`src/hw/rtl/ae_pkg.sv`:
```
// Shared types for the arithmetic encoder: controller states, commands and status.
`default_nettype none

package ae_pkg;

	// Controller states.
	typedef enum logic [2:0] {
		ST_IDLE,
		ST_CHECK,
		ST_DIV,
		ST_NARROW,
		ST_RENORM,
		ST_FINISH
	} ae_state_t;

	// Commands from the controller to the datapath.
	typedef struct packed {
		logic load;       // capture the input transaction
		logic div_start;  // form both products and seed the dividers
		logic div_step;   // one quotient bit in each divider
		logic narrow;     // write the narrowed interval
		logic rn_step;    // one renormalizing step
		logic flush;      // push the held result as the final one
		logic finish;     // emit the flush bit and reinitialize
	} ae_cmd_t;

	// Status from the datapath to the controller.
	typedef struct packed {
		logic command;    // captured transaction is a finish
		logic invalid;    // captured counts are not usable
		logic div_last;   // the current divider step is the last
		logic empty;      // narrowed interval would be empty
		logic rn_done;    // interval needs no further renormalizing
		logic rn_emit;    // the next renormalizing step emits a bit
		logic hold_valid; // a result waits in the hold register
		logic out_free;   // the output register can take a result this cycle
	} ae_sts_t;

endpackage

`default_nettype wire

```
`src/hw/rtl/ae_div.sv`:
```
// Restoring divider that produces one quotient bit per cycle while step is high.
`default_nettype none

module ae_div #(
	parameter int QW = 17,
	parameter int DW = 14
) (
	input  wire logic              clk,
	input  wire logic              start,
	input  wire logic              step,
	input  wire logic [DW+QW-1:0]  dividend,
	input  wire logic [DW-1:0]     divisor,
	output logic      [QW-1:0]     quotient
);

	logic [DW-1:0] rem_q;
	logic [QW-1:0] acc_q;
	logic [DW:0]   trial;
	logic [DW:0]   diff;
	logic          fits;

	// Bring down the next dividend bit and try the subtraction.
	always_comb begin
		trial = {rem_q, acc_q[QW-1]};
		diff  = trial - {1'b0, divisor};
		fits  = trial >= {1'b0, divisor};
	end

	// The upper dividend bits are already below the divisor, so only QW steps remain.
	always_ff @(posedge clk) begin
		if (start) begin
			rem_q <= dividend[DW+QW-1:QW];
			acc_q <= dividend[QW-1:0];
		end else if (step) begin
			rem_q <= fits ? diff[DW-1:0] : trial[DW-1:0];
			acc_q <= {acc_q[QW-2:0], fits};
		end
	end

	assign quotient = acc_q;

endmodule

`default_nettype wire

```
`src/hw/rtl/ae_dp.sv`:
```
// Datapath of the arithmetic encoder: interval, follow counter, dividers and result registers.
`default_nettype none

module ae_dp import ae_pkg::*; #(
	parameter int CODE_BITS   = 16,
	parameter int FREQ_BITS   = 14,
	parameter int FOLLOW_BITS = 16
) (
	input  wire logic                   clk,
	input  wire logic                   arst_n,
	input  wire ae_cmd_t                cmd,
	output ae_sts_t                     sts,
	input  wire logic                   command,
	input  wire logic [FREQ_BITS-1:0]   cum_upper,
	input  wire logic [FREQ_BITS-1:0]   cum_lower,
	input  wire logic [FREQ_BITS-1:0]   total,
	output logic                        code_valid,
	input  wire logic                   code_stall,
	output logic                        lead_bit,
	output logic [FOLLOW_BITS-1:0]      follow_count,
	output logic                        follow_saturated,
	output logic                        last
);

	localparam int RW    = CODE_BITS + 1;
	localparam int PW    = RW + FREQ_BITS;
	localparam int CNT_W = $clog2(CODE_BITS + 1);
	localparam logic [CODE_BITS-1:0] CODE_HALF = {1'b1, {(CODE_BITS-1){1'b0}}};
	localparam logic [CODE_BITS-1:0] CODE_QTR  = {2'b01, {(CODE_BITS-2){1'b0}}};
	localparam logic [CODE_BITS-1:0] CODE_3QTR = {2'b11, {(CODE_BITS-2){1'b0}}};

	// Captured transaction.
	logic                 cmd_q;
	logic [FREQ_BITS-1:0] up_q;
	logic [FREQ_BITS-1:0] lo_q;
	logic [FREQ_BITS-1:0] tot_q;

	// Encoder state.
	logic [CODE_BITS-1:0]   low_q;
	logic [CODE_BITS-1:0]   high_q;
	logic [FOLLOW_BITS-1:0] pend_q;
	logic                   povf_q;

	// Held result and output register.
	logic                   hold_valid_q;
	logic                   hold_bit_q;
	logic [FOLLOW_BITS-1:0] hold_follow_q;
	logic                   hold_sat_q;
	logic                   out_valid_q;
	logic                   out_bit_q;
	logic [FOLLOW_BITS-1:0] out_follow_q;
	logic                   out_sat_q;
	logic                   out_last_q;

	logic [CNT_W-1:0]       cnt_q;

	logic [RW-1:0]          range;
	logic [PW-1:0]          prod_a;
	logic [PW-1:0]          prod_b;
	logic [RW-1:0]          quo_a;
	logic [RW-1:0]          quo_b;
	logic [RW-1:0]          nh_wide;
	logic [CODE_BITS-1:0]   nl;
	logic                   rn_lo;
	logic                   rn_hi;
	logic                   rn_mid;
	logic                   rn_emit;
	logic [CODE_BITS-1:0]   rn_sub;
	logic [CODE_BITS-1:0]   low_sub;
	logic [CODE_BITS-1:0]   high_sub;
	logic                   pend_full;
	logic [FOLLOW_BITS-1:0] pend_inc;
	logic                   out_free;
	logic                   push;

	// Capture the transaction.
	always_ff @(posedge clk) begin
		if (cmd.load) begin
			cmd_q <= command;
			up_q  <= cum_upper;
			lo_q  <= cum_lower;
			tot_q <= total;
		end
	end

	// Interval width and the two products of the scaling.
	always_comb begin
		range  = {1'b0, high_q} - {1'b0, low_q} + RW'(1);
		prod_a = PW'(range) * PW'(up_q);
		prod_b = PW'(range) * PW'(lo_q);
	end

	ae_div #(.QW(RW), .DW(FREQ_BITS)) u_div_a (
		.clk      (clk),
		.start    (cmd.div_start),
		.step     (cmd.div_step),
		.dividend (prod_a),
		.divisor  (tot_q),
		.quotient (quo_a)
	);

	ae_div #(.QW(RW), .DW(FREQ_BITS)) u_div_b (
		.clk      (clk),
		.start    (cmd.div_start),
		.step     (cmd.div_step),
		.dividend (prod_b),
		.divisor  (tot_q),
		.quotient (quo_b)
	);

	// Divider step counter.
	always_ff @(posedge clk or negedge arst_n) begin
		if (!arst_n) begin
			cnt_q <= '0;
		end else if (cmd.div_start) begin
			cnt_q <= '0;
		end else if (cmd.div_step) begin
			cnt_q <= cnt_q + CNT_W'(1);
		end
	end

	// Narrowed interval edges and renormalizing decision.
	always_comb begin
		nh_wide  = {1'b0, low_q} + quo_a - RW'(1);
		nl       = low_q + quo_b[CODE_BITS-1:0];
		rn_lo    = high_q < CODE_HALF;
		rn_hi    = !rn_lo && (low_q >= CODE_HALF);
		rn_mid   = !rn_lo && !rn_hi && (low_q >= CODE_QTR) && (high_q < CODE_3QTR);
		rn_emit  = rn_lo || rn_hi;
		if (rn_hi) begin
			rn_sub = CODE_HALF;
		end else if (rn_mid) begin
			rn_sub = CODE_QTR;
		end else begin
			rn_sub = '0;
		end
		low_sub   = low_q - rn_sub;
		high_sub  = high_q - rn_sub;
		pend_full = &pend_q;
		pend_inc  = pend_full ? pend_q : pend_q + FOLLOW_BITS'(1);
		out_free  = !out_valid_q || !code_stall;
		push      = (cmd.rn_step && rn_emit && hold_valid_q) || cmd.flush || cmd.finish;
	end

	// Interval and follow counter.
	always_ff @(posedge clk or negedge arst_n) begin
		if (!arst_n) begin
			low_q  <= '0;
			high_q <= '1;
			pend_q <= '0;
			povf_q <= 1'b0;
		end else if (cmd.narrow) begin
			low_q  <= nl;
			high_q <= nh_wide[CODE_BITS-1:0];
		end else if (cmd.rn_step) begin
			low_q  <= {low_sub[CODE_BITS-2:0], 1'b0};
			high_q <= {high_sub[CODE_BITS-2:0], 1'b1};
			if (rn_emit) begin
				pend_q <= '0;
				povf_q <= 1'b0;
			end else if (rn_mid) begin
				pend_q <= pend_inc;
				povf_q <= povf_q | pend_full;
			end
		end else if (cmd.finish) begin
			low_q  <= '0;
			high_q <= '1;
			pend_q <= '0;
			povf_q <= 1'b0;
		end
	end

	// Hold register: a result waits here until it is known whether another follows.
	always_ff @(posedge clk or negedge arst_n) begin
		if (!arst_n) begin
			hold_valid_q <= 1'b0;
		end else if (cmd.rn_step && rn_emit) begin
			hold_valid_q <= 1'b1;
		end else if (cmd.flush) begin
			hold_valid_q <= 1'b0;
		end
	end

	always_ff @(posedge clk) begin
		if (cmd.rn_step && rn_emit) begin
			hold_bit_q    <= rn_hi;
			hold_follow_q <= pend_q;
			hold_sat_q    <= povf_q;
		end
	end

	// Output register valid flag.
	always_ff @(posedge clk or negedge arst_n) begin
		if (!arst_n) begin
			out_valid_q <= 1'b0;
		end else if (push) begin
			out_valid_q <= 1'b1;
		end else if (!code_stall) begin
			out_valid_q <= 1'b0;
		end
	end

	// Output register payload.
	always_ff @(posedge clk) begin
		if (cmd.finish) begin
			out_bit_q    <= low_q >= CODE_QTR;
			out_follow_q <= pend_inc;
			out_sat_q    <= povf_q | pend_full;
			out_last_q   <= 1'b1;
		end else if (push) begin
			out_bit_q    <= hold_bit_q;
			out_follow_q <= hold_follow_q;
			out_sat_q    <= hold_sat_q;
			out_last_q   <= cmd.flush;
		end
	end

	// Status to the controller.
	always_comb begin
		sts.command    = cmd_q;
		sts.invalid    = (tot_q == '0) || (up_q > tot_q) || (lo_q >= up_q);
		sts.div_last   = cnt_q == CNT_W'(CODE_BITS);
		sts.empty      = quo_a <= quo_b;
		sts.rn_done    = !rn_emit && !rn_mid;
		sts.rn_emit    = rn_emit;
		sts.hold_valid = hold_valid_q;
		sts.out_free   = out_free;
	end

	assign code_valid       = out_valid_q;
	assign lead_bit         = out_bit_q;
	assign follow_count     = out_follow_q;
	assign follow_saturated = out_sat_q;
	assign last             = out_last_q;

endmodule

`default_nettype wire

```
`src/hw/rtl/ae_ctrl.sv`:
```
// Controller state machine of the arithmetic encoder.
`default_nettype none

module ae_ctrl import ae_pkg::*; (
	input  wire logic    clk,
	input  wire logic    arst_n,
	input  wire logic    symbol_valid,
	output logic         symbol_stall,
	input  wire ae_sts_t sts,
	output ae_cmd_t      cmd
);

	ae_state_t state_q;
	ae_state_t state_next;

	// State register.
	always_ff @(posedge clk or negedge arst_n) begin
		if (!arst_n) begin
			state_q <= ST_IDLE;
		end else begin
			state_q <= state_next;
		end
	end

	// Next state.
	always_comb begin
		state_next = state_q;
		unique case (state_q)
			ST_IDLE: begin
				if (symbol_valid) state_next = ST_CHECK;
			end
			ST_CHECK: begin
				if (sts.command) begin
					state_next = ST_FINISH;
				end else if (sts.invalid) begin
					state_next = ST_IDLE;
				end else begin
					state_next = ST_DIV;
				end
			end
			ST_DIV: begin
				if (sts.div_last) state_next = ST_NARROW;
			end
			ST_NARROW: begin
				state_next = sts.empty ? ST_IDLE : ST_RENORM;
			end
			ST_RENORM: begin
				if (sts.rn_done && (!sts.hold_valid || sts.out_free)) state_next = ST_IDLE;
			end
			ST_FINISH: begin
				if (sts.out_free) state_next = ST_IDLE;
			end
			default: begin
				state_next = ST_IDLE;
			end
		endcase
	end

	// Commands to the datapath.
	always_comb begin
		cmd          = '0;
		symbol_stall = 1'b1;
		unique case (state_q)
			ST_IDLE: begin
				symbol_stall = 1'b0;
				cmd.load     = symbol_valid;
			end
			ST_CHECK: begin
				cmd.div_start = !sts.command && !sts.invalid;
			end
			ST_DIV: begin
				cmd.div_step = 1'b1;
			end
			ST_NARROW: begin
				cmd.narrow = !sts.empty;
			end
			ST_RENORM: begin
				if (sts.rn_done) begin
					cmd.flush = sts.hold_valid && sts.out_free;
				end else begin
					cmd.rn_step = !sts.rn_emit || !sts.hold_valid || sts.out_free;
				end
			end
			ST_FINISH: begin
				cmd.finish = sts.out_free;
			end
			default: begin
				cmd = '0;
			end
		endcase
	end

endmodule

`default_nettype wire

```
`src/hw/rtl/arithmetic_encoder_core.sv`:
```
// Top level of the arithmetic encoder core.
`default_nettype none

// Integer arithmetic encoder of the classic interval scheme. Each symbol transaction
// carries the symbol's upper and lower cumulative counts and the model total; a finish
// transaction flushes the last code bit and reinitializes the interval for a new message.
// Every code bit leaves as one output transaction that carries the lead bit, the count of
// inverted follow bits that come after it, a saturation flag, and last on the final
// result of its input. The block works on one input at a time. An encode passes from
// acceptance through the check, the bit-serial division, the narrowing and any
// renormalizing shifts back to the next acceptance, and the output side may stall it;
// the two bit-serial dividers yield one quotient bit each cycle. A finish also passes
// through the check, and invalid counts are dropped there. The output register lets the next input be accepted
// while the last result still waits to be taken.
module arithmetic_encoder_core import ae_pkg::*; #(
	parameter int CODE_BITS   = 16,
	parameter int FREQ_BITS   = 14,
	parameter int FOLLOW_BITS = 16
) (
	input  wire logic                   clk,
	input  wire logic                   arst_n,
	input  wire logic                   symbol_valid,
	output logic                        symbol_stall,
	input  wire logic                   command,
	input  wire logic [FREQ_BITS-1:0]   cum_upper,
	input  wire logic [FREQ_BITS-1:0]   cum_lower,
	input  wire logic [FREQ_BITS-1:0]   total,
	output logic                        code_valid,
	input  wire logic                   code_stall,
	output logic                        lead_bit,
	output logic [FOLLOW_BITS-1:0]      follow_count,
	output logic                        follow_saturated,
	output logic                        last
);

	ae_cmd_t cmd;
	ae_sts_t sts;

	// Sequencing of each transaction.
	ae_ctrl u_ctrl (
		.clk          (clk),
		.arst_n       (arst_n),
		.symbol_valid (symbol_valid),
		.symbol_stall (symbol_stall),
		.sts          (sts),
		.cmd          (cmd)
	);

	// Interval arithmetic and result registers.
	ae_dp #(
		.CODE_BITS   (CODE_BITS),
		.FREQ_BITS   (FREQ_BITS),
		.FOLLOW_BITS (FOLLOW_BITS)
	) u_dp (
		.clk              (clk),
		.arst_n           (arst_n),
		.cmd              (cmd),
		.sts              (sts),
		.command          (command),
		.cum_upper        (cum_upper),
		.cum_lower        (cum_lower),
		.total            (total),
		.code_valid       (code_valid),
		.code_stall       (code_stall),
		.lead_bit         (lead_bit),
		.follow_count     (follow_count),
		.follow_saturated (follow_saturated),
		.last             (last)
	);

endmodule

`default_nettype wire
```
`config.mk`:
```
export PLATFORM = sky130hd
export DESIGN_NAME = arithmetic_encoder_core
export DESIGN_NICKNAME = d
export VERILOG_FILES = /design/src/hw/rtl/ae_pkg.sv /design/src/hw/rtl/ae_div.sv /design/src/hw/rtl/ae_dp.sv /design/src/hw/rtl/ae_ctrl.sv /design/src/hw/rtl/arithmetic_encoder_core.sv
export SDC_FILE = /design/constraint.sdc
export NUM_CORES = 2
export LEC_CHECK = 0
export BUFFER_PORTS_ARGS = -buffer_cell sky130_fd_sc_hd__buf_2
export CAP_MARGIN = 5
export CORE_MARGIN = 10
export CORE_UTILIZATION = 35
export DETAILED_ROUTE_END_ITERATION = 12
export GPL_TIMING_DRIVEN = 0
export PLACE_DENSITY = 0.5
export SLEW_MARGIN = 20
export SYNTH_ARGS = -nofsm -noshare
export SYNTH_HDL_FRONTEND = slang
export SYNTH_SLANG_ARGS = --single-unit
```
`constraint.sdc`:
```
create_clock -name clk -period 13.2 [get_ports clk]
set_clock_uncertainty 0.1 [all_clocks]
set_input_delay 2.64 -clock clk [delete_from_list [all_inputs] [get_ports clk]]
set_output_delay 2.64 -clock clk [all_outputs]
set_load 0.01 [all_outputs]
```
After elaboration in Yosys (flattened, before gate mapping)
Cells that the tools add are included.
- register bits after elaboration: 201
- bits in latches: 0
- memory bits (writable): 0
- bits in read-only memories: 0
- bits of input ports: 47
- output and inout port bits: 21
- word-level logic and storage cells: 153
- memories kept: 0
- $add $sub $neg: 11
- multipliers: 2
- divide/modulo/power cells: 0
- order comparisons: 9
- equal/unequal tests: 12
- shift-type cells: 0
- muxes and demuxes: 55
- bitwise operators: 2
- reductions and logical operators: 39
- operator list (cell ; count):
    $mux 16 ; 12
    $mux 14 ; 6
    $mux 17 ; 4
    $mul 17x14->31 ; 2
    $add 16x16->16 ; 2
    $lt 16x16->1 const B ; 2
    $ge 15x14->1 ; 2
    $mux 15 ; 2
    $sub 15x15->15 ; 2
    $sub 14x14->14 ; 2
    $mux 1 ; 20
    $mux 3 ; 6
    $pmux 3 s6 ; 1
    $add 17x1->17 const B ; 1
    $le 17x17->1 ; 1
    $sub 16x16->17 ; 1
    $add 16x1->16 const B ; 1
    $ge 16x15->1 const B ; 1
    $ge 16x16->1 const B ; 1
    $reduce_and 16->1 ; 1
    $sub 16x1->16 const B ; 1
    $ge 14x14->1 ; 1
    $gt 14x14->1 ; 1
    $logic_not 14->1 ; 1
    other kinds (20) ; 56

Logic depth before layout (Yosys ltp)
- depth in word-level cells: 17
- depth in mapped cells: 36

Modules after synthesis
Synthesis repeated with hierarchy kept, for this count alone.
- cell total of the unflattened synthesis: 3303
- area, all modules: 30419.2 sq um
- modules (own cells, without submodules) (module ; instances ; cells an instance ; area each (sq um) ; sequential area each (sq um)):
    ae_dp ; 1 ; 2861 ; 25644.6 ; 3813.7
    ae_div ; 2 ; 207 ; 2274.7 ; 930.9
    ae_ctrl ; 1 ; 28 ; 225.2 ; 75.1

Worst setup path before layout
OpenSTA, ideal clock, no wires.
- path type: register to register
- from: register u_dp.high_q[1]
- to: register u_dp.u_div_a.rem_q[10], data pin
- arrival time: 7.858 ns
- data required time: 12.846 ns
- slack: 4.988 ns
- stages on the path, launching flop included: 36
- clock period less this slack: 8.212 ns
- path through: dfstp_2 > inv_1 > ha_1 > inv_1 > ha_1 > inv_1 > fa_1 > nor2b_1 > o21bai_1 > a21boi_1 > o21ai_1 > a21boi_2 > o21ai_1 > and2b_1 > xnor2_2 > buf_2 > nand2_1 > fa_1 > fa_1 > inv_1 > fa_1 > fa_1 > fa_1 > inv_1 > fa_1 > inv_1 > ha_1 > nand4_1 > or2_2 > nor3_1 > nor2_2 > a21oi_2 > nand2_1 > a31oi_1 > xor2_1 > o21a_1
- word-level cells in the longest chain between the ends: 4
- RTL lines (what ; line ; RTL):
    start: declaration ; ae_dp.sv:40 ; logic [CODE_BITS-1:0] high_q;
    start signal: assignment ; ae_dp.sv:154 ; high_q <= nh_wide[CODE_BITS-1:0];
    start signal: assignment ; ae_dp.sv:157 ; high_q <= {high_sub[CODE_BITS-2:0], 1'b1};
    $sub 16x16->17 ; ae_dp.sv:88 ; range = {1'b0, high_q} - {1'b0, low_q} + RW'(1);
    $add 17x1->17 ; ae_dp.sv:88 ;
    $mul 17x14->31 ; ae_dp.sv:89 ; prod_a = PW'(range) * PW'(up_q);
    $mux 14 ; ae_div.sv:31 ; if (start) begin
    end signal: assignment ; ae_div.sv:32 ; rem_q <= dividend[DW+QW-1:QW];
    end signal: assignment ; ae_div.sv:35 ; rem_q <= fits ? diff[DW-1:0] : trial[DW-1:0];
    end: declaration ; ae_div.sv:16 ; logic [DW-1:0] rem_q;
Every way passes these cells.
A chain may end at the register's enable or synchronous reset.

Worst setup path after layout
- from: register u_dp.high_q[1]
- to: register u_dp.u_div_b.rem_q[5], data pin
- word-level cells in the longest chain between the ends: 4
- RTL lines (what ; line ; RTL):
    $sub 16x16->17 ; ae_dp.sv:88 ;
    $add 17x1->17 ; ae_dp.sv:88 ;
    $mul 17x14->31 ; ae_dp.sv:90 ; prod_b = PW'(range) * PW'(lo_q);
    $mux 14 ; ae_div.sv:31 ;
    end signal: assignment ; ae_div.sv:32 ;
    end signal: assignment ; ae_div.sv:35 ;
    end: declaration ; ae_div.sv:16 ;
Every way passes these cells.

==> impl_metrics.json <==
{
  "max_stage_delay_ps": 870,
  "crit_type": "reg -> reg",
  "vias": 23740,
  "grt_pass1_wl_um": 149400,
  "drt_iter0_drc": 1622,
  "postCtsSetupBuffers": 0,
  "cap_viol_max_count": 0,
  "critPathMaxFanout": 10,
  "cts_buffers": 29,
  "dp_hpwl_um": 79400,
  "row_count": 107,
  "antenna_left": 0,
  "dpl_cell_area_um2": 32000,
  "synth_top_area_share_pct": 23.94,
  "start_kind": "flop",
  "cts_resized": 0,
  "async_flop_share_pct": 29.35,
  "grt_max_degree": 40,
  "post_drt_wl_per_cell_um": 21.43,
  "syn_area_um2": 30020,
  "yosysTopAreaCell": "fa_1",
  "layoutNonFillerInstCount": 4583,
  "cts_tree": "done",
  "synth-main-ff-cell": "edfxtp_1",
  "cp_common_cell": "fa_1",
  "crit_buf_inv": 7,
  "grt_antenna_before_repair": 7,
  "io_buffer_count": 67,
  "stdcell_area_um2": 32940,
  "viasPerCell": 5.181,
  "yosysSeqAreaShare_pct": 19.16,
  "overflow": 0,
  "min_period_ps": 10130,
  "cts_max_path_buffers": 3,
  "start_util_pct": 35.25,
  "cp-end-kind": "flop",
  "root_buffer": "clkbuf_16",
  "synth_nets": 4050,
  "yosys_warnings": 0,
  "syn-instance-count": 3303,
  "critical_path.top_delay_family": "adder cells",
  "arrival_ps": 10360,
  "outcome": "finished, final reports clean",
  "nets": 4161,
  "yosysUniqueCellTypes": 100,
  "clk_pin_slew_ps": 60,
  "max_freq_mhz": 98.74,
  "slew_headroom_pct": 27.46,
  "chipHeight_um": 312.9,
  "fin_setup_tns_ps": 0,
  "required_ps": 13430,
  "synthTopCellsByArea": "fa_1, ha_1, edfxtp_1",
  "cpMaxStageDelayCell": "clkbuf_1",
  "area_growth_pct": 9.720,
  "hold_buffers": 0,
  "dp.cells": 4527,
  "remaining_drc_errors": 0,
  "clk_latency_ps": 620,
  "timing.final.hold_violations": 0,
  "dieArea_um2": 97880,
  "routed_wl_um": 98200,
  "finalCritPeriodShare_pct": 76.72,
  "ios": 68,
  "rsz0062_at_grt": "false",
  "fin_util_pct": 38.68,
  "syn_area_per_cell_um2": 9.088,
  "drive_gt1_share_pct": 6.866,
  "synth_seq_cells": 201,
  "drt_first_pass_iters": 6,
  "final_max_slew_viol_count": 0,
  "gp_congestion": 0.8904,
  "grt_pass1_vias": 23630,
  "min_path_type": "reg -> reg",
  "yosysMostFrequentCell": "inv_1",
  "h-tree-depth": 1,
  "clock-sinks": 201,
  "setup_violations": 0,
  "die_x_um": 312.9,
  "tightest_slew_ps": 1088,
  "synth_edf_count": 141,
  "yosys-top-cells-count": "inv_1, nand2_1, fa_1, ha_1, and2_1",
  "core_area_um2": 85150,
  "grt.total_usage_pct": 19.82
}
worst reg2reg max path: cells and delay by family (launching register included):
family / cells / cell delay (ps)
buffers and inverters: 7 / 1210
adder cells (fa/ha/maj): 10 / 4400
AND/OR/NAND/NOR: 5 / 1170
AO/OA/AOI/OAI: 10 / 1820
multiplexers: 1 / 140
XOR/XNOR: 1 / 480
flip-flops: 1 / 550
final timing paths:
| kind | start | end | slack, ps | cells past startpoint |
|---|---|---|---|---|
| setup / recovery | u_dp.high_q[1]$_DFFE_PN1P_ | u_dp.u_div_b.rem_q[5]$_DFFE_PP_ | 3070 | 34 |
| max in group asynchronous | arst_n | u_dp.high_q[1]$_DFFE_PN1P_ | 10540 | 2 |
| setup reg to reg | u_dp.high_q[1]$_DFFE_PN1P_ | u_dp.u_div_b.rem_q[5]$_DFFE_PP_ | 3070 | 34 |
| min in group asynchronous | arst_n | u_dp.pend_q[2]$_DFFE_PN0P_ | 1850 | 1 |
| hold / removal | u_dp.pend_q[13]$_DFFE_PN0P_ | u_dp.hold_follow_q[13]$_DFFE_PP_ | 360 | 0 |
| hold reg to reg | u_dp.pend_q[13]$_DFFE_PN0P_ | u_dp.hold_follow_q[13]$_DFFE_PP_ | 360 | 0 |
per-stage QoR:
step / hold WS (ps) / worst slack [ps]
final: 358.7 / 3073
after global routing: 354.2 / 2630
after CTS: 349.2 / 3122
after detailed placement: 335.1 / 3122
after global placement: 329.1 / 2932
after floorplan: 319.6 / 4988
cell usage in the layout, fill, tap and decap left out, drive strengths merged, types with 17 or more instances in the layout:
| cell | count |
|---|---|
| o21ai | 158 |
| mux2i | 24 |
| and2 | 223 |
| xnor2 | 71 |
| or3 | 22 |
| a31oi | 23 |
| dfrtp | 43 |
| edfxtp | 141 |
| xor2 | 50 |
| a211o | 19 |
| fa | 359 |
| a21o | 54 |
| clkbuf | 149 |
| ha | 341 |
| nand2 | 398 |
| nand4 | 21 |
| nand3 | 30 |
| nor2 | 165 |
| nor2b | 30 |
| and3 | 23 |
| nand2b | 44 |
| inv | 504 |
| buf | 110 |
| nor3 | 41 |
| a22o | 17 |
| a21oi | 127 |
state kept, by name, indices dropped and copies added (netlist names), 3 cells and up:
signal and cells:
u_dp.u_div_b.rem_q 14, u_ctrl.state_q 3, u_dp.pend_q 16, u_dp.hold_follow_q 16, u_dp.up_q 14, u_dp.follow_count 16
u_dp.lo_q 14, u_dp.cnt_q 5, u_dp.u_div_a.quotient 17, u_dp.high_q 16, u_dp.tot_q 14, u_dp.low_q 16
u_dp.u_div_a.rem_q 14, u_dp.u_div_b.quotient 17
cell families (layout without fill, tap and decap cells):
logic type	Yosys count	after routing	synth area share (%)
muxes	29	29	0.9879
xor gates and xnor gates	121	121	3.581
DFF	201	201	19.16
and+or+nand+nor	1053	1053	17.41
AOI/OAI and AO/OA	552	552	12.27
other	0	2	0
adders and majority gates	700	700	38.16
buffers and inverters	647	781	8.432
metal layers:
| metal | vias to the layer above | wire length [um] | track usage (%) |
|---|---|---|---|
| met1 | 11850 | 44560 | 27.72 |
| met2 | 632 | 45550 | 32.40 |
| met5 | - | 27 | 0 |
| met3 | 110 | 5126 | 2.007 |
| li1 | 11150 | - | - |
| met4 | 4 | 2937 | 5.207 |
cell type report:
type | count | area [um2]
clock buffer | 35 | 758.2
clock inverter | 19 | 162.7
fill | 8872 | 52210
multi-input combinational | 2455 | 21810
tap | 1144 | 1431
buffer | 144 | 643.1
timing repair buffer | 80 | 490.5
antenna | 2 | 5.005
inverter | 503 | 1888
sequential | 201 | 5751
Power is not shown: default switching activity piles up to over one toggle a cycle in this logic, so the estimate is an artifact.
